**src/sv/pval_pkg.sv**
```systemverilog
// ----------------------------------------------------------------------------
// pval_pkg: shared types, constants and GF(2^128) helpers
// Digit sizes, register indexes, the controller command bundle and the
// carry-less multiply and reduction functions used by the POLYVAL datapath.
// ----------------------------------------------------------------------------
package pval_pkg;

  localparam int unsigned HALF_W     = 64;
  localparam int unsigned BLOCK_W    = 2 * HALF_W;
  localparam int unsigned PROD_W     = 2 * BLOCK_W;
  localparam int unsigned DIGIT_W    = 16;
  localparam int unsigned NUM_DIGITS = BLOCK_W / DIGIT_W;
  localparam int unsigned CNT_W      = $clog2(NUM_DIGITS);
  localparam int unsigned CFG_IDX_W  = 2;

  // Configuration register indexes
  localparam logic [CFG_IDX_W-1:0] REG_KEY_LOW  = 2'd0;
  localparam logic [CFG_IDX_W-1:0] REG_KEY_HIGH = 2'd1;

  // Controller to datapath commands
  typedef struct packed {
    logic load;    // capture block and key, clear partial product
    logic step;    // absorb one key digit, MSB first
    logic finish;  // reduce, update accumulator and digest register
  } pval_cmd_t;

  // Carry-less 128 x 16 multiply
  function automatic logic [BLOCK_W+DIGIT_W-1:0] clmul_digit(
      input logic [BLOCK_W-1:0] a, input logic [DIGIT_W-1:0] d);
    logic [BLOCK_W+DIGIT_W-1:0] acc;
    acc = '0;
    for (int i = 0; i < DIGIT_W; i++) begin
      if (d[i]) acc = acc ^ ({{DIGIT_W{1'b0}}, a} << i);
    end
    return acc;
  endfunction

  // One folding pass with the reflected constant 0xc2 << 56 (bits 63, 62, 57)
  function automatic logic [BLOCK_W-1:0] fold(input logic [BLOCK_W-1:0] v);
    logic [BLOCK_W-1:0] ext;
    logic [BLOCK_W-1:0] t;
    ext = {{HALF_W{1'b0}}, v[HALF_W-1:0]};
    t   = (ext << 63) ^ (ext << 62) ^ (ext << 57);
    return {t[BLOCK_W-1:HALF_W] ^ v[HALF_W-1:0], t[HALF_W-1:0] ^ v[BLOCK_W-1:HALF_W]};
  endfunction

  // Montgomery-style reduction of the 256-bit product: p * x^-128 mod poly
  function automatic logic [BLOCK_W-1:0] reduce(input logic [PROD_W-1:0] p);
    logic [BLOCK_W-1:0] lo;
    lo = fold(fold(p[BLOCK_W-1:0]));
    return p[PROD_W-1:BLOCK_W] ^ lo;
  endfunction

endpackage

```
**src/sv/pval_ctrl.sv**
```systemverilog
// ----------------------------------------------------------------------------
// pval_ctrl: sequencing for the POLYVAL accumulator
// Accepts one block, runs the digit-serial multiply, then the reduction,
// and owns the result valid flag.
// ----------------------------------------------------------------------------
module pval_ctrl (
  input  logic                clk,
  input  logic                rst,
  input  logic                in_valid,
  output logic                in_stall,
  input  logic                out_stall,
  output logic                out_valid,
  output pval_pkg::pval_cmd_t cmd
);
  import pval_pkg::*;

  typedef enum logic [1:0] {
    ST_IDLE,
    ST_MUL,
    ST_RED
  } state_t;

  state_t           state;
  logic [CNT_W-1:0] cnt;

  // Commands decoded from state
  always_comb begin
    cmd        = '0;
    cmd.load   = (state == ST_IDLE) && in_valid;
    cmd.step   = (state == ST_MUL);
    cmd.finish = (state == ST_RED) && (!out_valid || !out_stall);
  end

  assign in_stall = (state != ST_IDLE);

  // Hold state, digit count and result valid
  always_ff @(posedge clk) begin
    if (rst) begin
      state     <= ST_IDLE;
      cnt       <= '0;
      out_valid <= 1'b0;
    end else begin
      // drop the result once taken; a new one replaces it on finish
      if (cmd.finish) out_valid <= 1'b1;
      else if (out_valid && !out_stall) out_valid <= 1'b0;

      case (state)
        ST_IDLE: begin
          if (cmd.load) begin
            state <= ST_MUL;
            cnt   <= '0;
          end
        end
        ST_MUL: begin
          cnt <= cnt + 1'b1;
          if (cnt == CNT_W'(NUM_DIGITS - 1)) state <= ST_RED;
        end
        ST_RED: begin
          if (cmd.finish) state <= ST_IDLE;
        end
        default: state <= ST_IDLE;
      endcase
    end
  end

endmodule

```
**src/sv/pval_datapath.sv**
```systemverilog
// ----------------------------------------------------------------------------
// pval_datapath: key registers, accumulator and digit-serial GF multiplier
// Horner-style 128 x 16 carry-less steps build the 256-bit product, which
// is folded twice with the POLYVAL constant into the new accumulator.
// ----------------------------------------------------------------------------
module pval_datapath (
  input  logic                               clk,
  input  logic                               rst,
  input  logic                               cfg_write,
  input  logic [pval_pkg::CFG_IDX_W-1:0]     cfg_index,
  input  logic [pval_pkg::HALF_W-1:0]        cfg_data,
  input  pval_pkg::pval_cmd_t                cmd,
  input  logic [pval_pkg::HALF_W-1:0]        block_low,
  input  logic [pval_pkg::HALF_W-1:0]        block_high,
  input  logic                               start_new,
  input  logic                               last_block,
  output logic [pval_pkg::HALF_W-1:0]        digest_low,
  output logic [pval_pkg::HALF_W-1:0]        digest_high,
  output logic                               digest_final
);
  import pval_pkg::*;

  logic [HALF_W-1:0]  key_low;
  logic [HALF_W-1:0]  key_high;
  logic [BLOCK_W-1:0] acc;
  logic [BLOCK_W-1:0] opa;
  logic [BLOCK_W-1:0] kshift;
  logic [PROD_W-1:0]  prod;
  logic               last;
  logic [BLOCK_W-1:0] acc_next;
  logic [BLOCK_W-1:0] opa_next;

  assign opa_next = (start_new ? '0 : acc) ^ {block_high, block_low};
  assign acc_next = reduce(prod);

  // Key registers and accumulator
  always_ff @(posedge clk) begin
    if (rst) begin
      key_low  <= '0;
      key_high <= '0;
      acc      <= '0;
    end else begin
      if (cfg_write && cfg_index == REG_KEY_LOW)  key_low  <= cfg_data;
      if (cfg_write && cfg_index == REG_KEY_HIGH) key_high <= cfg_data;
      if (cmd.finish) acc <= acc_next;
    end
  end

  // Multiplier operands, partial product and digest register
  always_ff @(posedge clk) begin
    if (cmd.load) begin
      opa    <= opa_next;
      kshift <= {key_high, key_low};
      prod   <= '0;
      last   <= last_block;
    end
    if (cmd.step) begin
      prod   <= (prod << DIGIT_W) ^
                {{(PROD_W-BLOCK_W-DIGIT_W){1'b0}},
                 clmul_digit(opa, kshift[BLOCK_W-1 -: DIGIT_W])};
      kshift <= kshift << DIGIT_W;
    end
    if (cmd.finish) begin
      digest_low   <= acc_next[HALF_W-1:0];
      digest_high  <= acc_next[BLOCK_W-1:HALF_W];
      digest_final <= last;
    end
  end

endmodule

```
**src/sv/polyval_accumulator_core.sv**
```systemverilog
// ----------------------------------------------------------------------------
// polyval_accumulator_core: POLYVAL GF(2^128) hash accumulator
// XORs each 128-bit block into the accumulator (or zero, on start_new) and
// multiplies by the key.
//   channel | direction | handshake          | payload
//   --------+-----------+--------------------+-----------------------------------
//   in      | input     | in_valid/in_stall  | block_low, block_high, start_new,
//           |           |                    | last_block
//   out     | output    | out_valid/out_stall| digest_low, digest_high,
//           |           |                    | digest_final
//   cfg     | input     | cfg_write          | cfg_index, cfg_data
//
// A block passes through an accept step, eight 16-bit digit steps of the
// carry-less multiplier and one fold step, which registers the digest.
// The next block is accepted the cycle after the digest is registered, even
// while that digest is still stalled; the fold cycle waits if an older digest
// has not been taken. Reset clears key, accumulator and result valid flag.
// ----------------------------------------------------------------------------
module polyval_accumulator_core (
  input  logic                           clk,
  input  logic                           rst,
  input  logic                           cfg_write,
  input  logic [pval_pkg::CFG_IDX_W-1:0] cfg_index,
  input  logic [pval_pkg::HALF_W-1:0]    cfg_data,
  input  logic                           in_valid,
  output logic                           in_stall,
  input  logic [pval_pkg::HALF_W-1:0]    block_low,
  input  logic [pval_pkg::HALF_W-1:0]    block_high,
  input  logic                           start_new,
  input  logic                           last_block,
  output logic                           out_valid,
  input  logic                           out_stall,
  output logic [pval_pkg::HALF_W-1:0]    digest_low,
  output logic [pval_pkg::HALF_W-1:0]    digest_high,
  output logic                           digest_final
);
  import pval_pkg::*;

  pval_cmd_t cmd;

  pval_ctrl u_ctrl (
    .clk       (clk),
    .rst       (rst),
    .in_valid  (in_valid),
    .in_stall  (in_stall),
    .out_stall (out_stall),
    .out_valid (out_valid),
    .cmd       (cmd)
  );

  pval_datapath u_datapath (
    .clk          (clk),
    .rst          (rst),
    .cfg_write    (cfg_write),
    .cfg_index    (cfg_index),
    .cfg_data     (cfg_data),
    .cmd          (cmd),
    .block_low    (block_low),
    .block_high   (block_high),
    .start_new    (start_new),
    .last_block   (last_block),
    .digest_low   (digest_low),
    .digest_high  (digest_high),
    .digest_final (digest_final)
  );

  // An accepted transaction keeps the input side busy while it is worked on
  a_busy_after_accept: assert property (@(posedge clk) disable iff (rst)
    (in_valid && !in_stall) |=> in_stall)
    else $error("input accepted again right after a transaction");

  // A fresh digest only ever comes from a finish command
  a_result_from_finish: assert property (@(posedge clk) disable iff (rst)
    $rose(out_valid) |-> $past(cmd.finish))
    else $error("result valid rose without a finish");

  // Commands never overlap
  a_cmd_exclusive: assert property (@(posedge clk) disable iff (rst)
    $onehot0({cmd.load, cmd.step, cmd.finish}))
    else $error("overlapping datapath commands");

endmodule
```
**config.mk**
```make
export PLATFORM = sky130hd
export DESIGN_NAME = polyval_accumulator_core
export DESIGN_NICKNAME = d
export VERILOG_FILES = /design/src/sv/pval_pkg.sv /design/src/sv/pval_ctrl.sv /design/src/sv/pval_datapath.sv /design/src/sv/polyval_accumulator_core.sv
export SDC_FILE = /design/constraint.sdc
export NUM_CORES = 2
export LEC_CHECK = 0
export BUFFER_PORTS_ARGS = -buffer_cell sky130_fd_sc_hd__buf_2
export CORE_ASPECT_RATIO = 1.5
export CORE_MARGIN = 2
export CORE_UTILIZATION = 60
export DETAILED_ROUTE_END_ITERATION = 10
export MAX_ROUTING_LAYER = met4
export PLACE_DENSITY_LB_ADDON = 0.2
export SYNTH_ARGS = -nofsm -noshare
export SYNTH_HDL_FRONTEND = slang
export SYNTH_HIERARCHICAL = 1
export SYNTH_SLANG_ARGS = --single-unit
```
**constraint.sdc**
```tcl
create_clock -name clk -period 18.14 [get_ports clk]
set_input_delay 0.907 -clock clk [delete_from_list [all_inputs] [get_ports clk]]
set_output_delay 0.907 -clock clk [all_outputs]
set_load 0.05 [all_outputs]
```
==> impl_metrics.toml <==
[logic_synthesis]
ys_types = 37
async_flop_share = 0
ys_seq_area_frac = 0.3659
synth.top_cell.area_share = 0.2823
ys.flop_type = "edfxtp_1"
syn_inst = 7620
synth-edff-count = 626
post-synth-top-area-cell = "edfxtp_1"
synth_seq_cells = 904
avgSynthCellArea_um2 = 8.739
synth.net_count = 7823
syn-cell-area_mm2 = 0.06659
synth_area_leaders = "edfxtp_1, xnor2_1, nand2_1"
yosys_warnings = 6

[worst_hold_path]
hold_path.class = "input pin to flip-flop"
worst_hold_path.num_cells = 1

[global_routing]
grt_max_degree = 149
grt_pass1_vias = 50663
gr-total-overflow = 0
antenna_found_initial = 5
grt_pass1_wl_um = 306800
gr-usage-all-layers = 0.3632

[layout]
final_cell_mix = "nand2_1, xnor2_1, edfxtp_1"
fill_cells = 9096
fin_area_mm2 = 0.07043
drive_above_1_share = 0.07693
synthToLayoutAreaGrowth_pct = 5.761
layout_commonest_cell = "nand2_1"
final_core_util = 0.6403
nNetsFinal = 7547

[clock_network]
cts_buffers = 91
clk_latency_ns = 0.76
clock_sinks = 904
cts_tree = "yes"
clk_pin_slew_ns = 0.07
cts_resized = 0
clockRootBuffer = "clkbuf_16"
postCtsSetupBuffers = 0
hold_buffers = 0
htree_levels = 3
max-clock-path-buffers = 3

[routing]
routed_wl_um = 204300
dr.first_iter.drc_count = 5119
vias = 51072
viasPerCell = 5.764
post_drt_wl_per_cell_um = 23.06
drtAntennaViolNets = 0
first_pass_iters = 9
drc = 18

[sta]
worst_slew_pin_slew_ns = 1.217
finalSetupViolations = 0
skew_ns = 0.05689
fmaxAchievable_ghz = 0.2385
period_minus_slack_ns = 4.192
max_slew_margin = 0.1830
fin_setup_tns_ns = 0
finalHoldViolCount = 0
period_share = 0.2311
timing.final.max_slew_violations = 0
rsz0062_at_grt = "no"

[die]
rows = 149
core_area_mm2 = 0.1100
die_area_mm2 = 0.1137
fp.dieW_um = 276.0
start_util = 0.6054
die_h_um = 412.0
io_pins = 332

[flow_run]
cap_viol_max_count = 0

[pwr]
combPwrFrac = 0.427
p_per_area_mw_per_mm2 = 125.6
netSwitchingPower_w = 0.003307
p_int_w = 0.005535
sequentialPowerShare = 0.342
total_power_w = 0.008842
power.share.clock = 0.231
power.leakage_nw = 24.36
p_sw_frac = 0.3740
irDropWorstVdd_uv = 86.78

[placed_design]
port_buffers = 331
hpwl_um = 124300
place.gp.congestion = 0.9173
dpl_cell_area_mm2 = 0.06720

[critical_path]
critPathLaunchType = "flip-flop"
ff2ff_path_depth = 6
cp-end-kind = "flip-flop"
crit_path_max_fanout = 148
critPathKind = "flip-flop to flip-flop"
worstPathRequired_ns = 18.49
cp.arrival_ns = 4.54

[outcome]
violations = "design-rule violations"
status = "finished with violations"
worst paths after layout:
path                                              startpoint                                end  slack [ns]
worst min register to register     u_datapath/last$_DFFE_PP_  u_datapath/digest_final$_DFFE_PP_        0.42
worst min-delay path                              last_block          u_datapath/last$_DFFE_PP_        0.37
worst max-delay path            u_ctrl/state[0]$_SDFFE_PP0P_  u_datapath/prod[87]$_SDFFCE_PN0P_       13.95
worst max register to register  u_ctrl/state[0]$_SDFFE_PP0P_  u_datapath/prod[87]$_SDFFCE_PN0P_       13.95
power groups by stage:
stage               Clock (W)  Sequential, W  Combinational (W)
floorplan                   0        0.00268            0.00302
global placement            0        0.00304            0.00362
detailed placement          0        0.00304            0.00368
CTS                   0.00207        0.00300            0.00370
global route          0.00214        0.00302            0.00397
finish                0.00204        0.00302            0.00378
logic make-up after synthesis:
family,synth area share
xor gates and xnor gates,0.3527
and+or+nand+nor,0.1898
buffers and inverters,0.05056
DFF,0.3659
AOI/OAI and AO/OA,0.01903
adders and majority gates,0.0003757
muxes,0.02165
state kept, by name, indices dropped and copies added (netlist names):
name                     count
u_ctrl/cnt                   3
u_ctrl/out_valid             1
u_ctrl/state                 2
u_datapath/acc             128
u_datapath/digest_final      1
u_datapath/digest_high      64
u_datapath/digest_low       64
u_datapath/key_high         64
u_datapath/key_low          64
u_datapath/kshift          128
u_datapath/last              1
u_datapath/opa             128
u_datapath/prod            256
synthesized netlist by cell type, types with 2 or more instances:
| cell | n |
|---|---|
| clkbuf_2 | 41 |
| a21oi_1 | 134 |
| and3b_1 | 3 |
| xor2_1 | 412 |
| o2bb2ai_1 | 3 |
| ha_1 | 2 |
| and2_1 | 254 |
| o21ai_0 | 112 |
| buf_2 | 289 |
| nand2_2 | 30 |
| buf_1 | 32 |
| nor2_1 | 146 |
| clkbuf_1 | 359 |
| buf_8 | 6 |
| buf_6 | 3 |
| edfxtp_1 | 626 |
| nand3b_1 | 2 |
| nand2b_1 | 132 |
| nand3_1 | 2 |
| buf_4 | 16 |
| xnor2_1 | 1967 |
| mux2i_1 | 144 |
| xnor2_2 | 8 |
| xnor3_1 | 112 |
| dfxtp_1 | 278 |
| nand2_1 | 2496 |
per-stage QoR:
step / hold slack [ns] / std cells / setup WS [ns]
after floorplan: 0.4003 / 7620 / 6.137
after global placement: 0.4100 / 8685 / 13.53
after detailed placement: 0.4066 / 8685 / 13.48
after CTS: 0.3263 / 8856 / 13.94
after global routing: 0.3474 / 8861 / 13.74
final: 0.3664 / 8861 / 13.95
critical path: stages, from the launching register on:
cell and delay [ns]:
dfxtp_1 0.35, or2_1 0.27, nor2_4 0.11, buf_12 0.47
or2_4 0.68, buf_4 0.89, buf_4 0.80
metal layers:
metal	part of all wire	global-route usage	vias up
met5	0	-	-
met4	0.091	0.2858	0
met3	0.090	0.06328	924
met2	0.47	0.5911	2844
li1	-	-	22874
met1	0.35	0.3957	24430
final cells by class:
type | instances | area, µm² | area share
multi-input combinational | 5969 | 38890 | 0.5522
inverter | 1 | 3.754 | 0.00005330
clock buffer | 117 | 2486 | 0.03530
sequential | 904 | 24360 | 0.3459
timing repair buffer | 377 | 2151 | 0.03054
clock inverter | 54 | 724.4 | 0.01029
antenna | 5 | 12.51 | 0.0001777
tap | 1434 | 1794 | 0.02548
No activity file was read; power rests on OpenSTA's default activity.
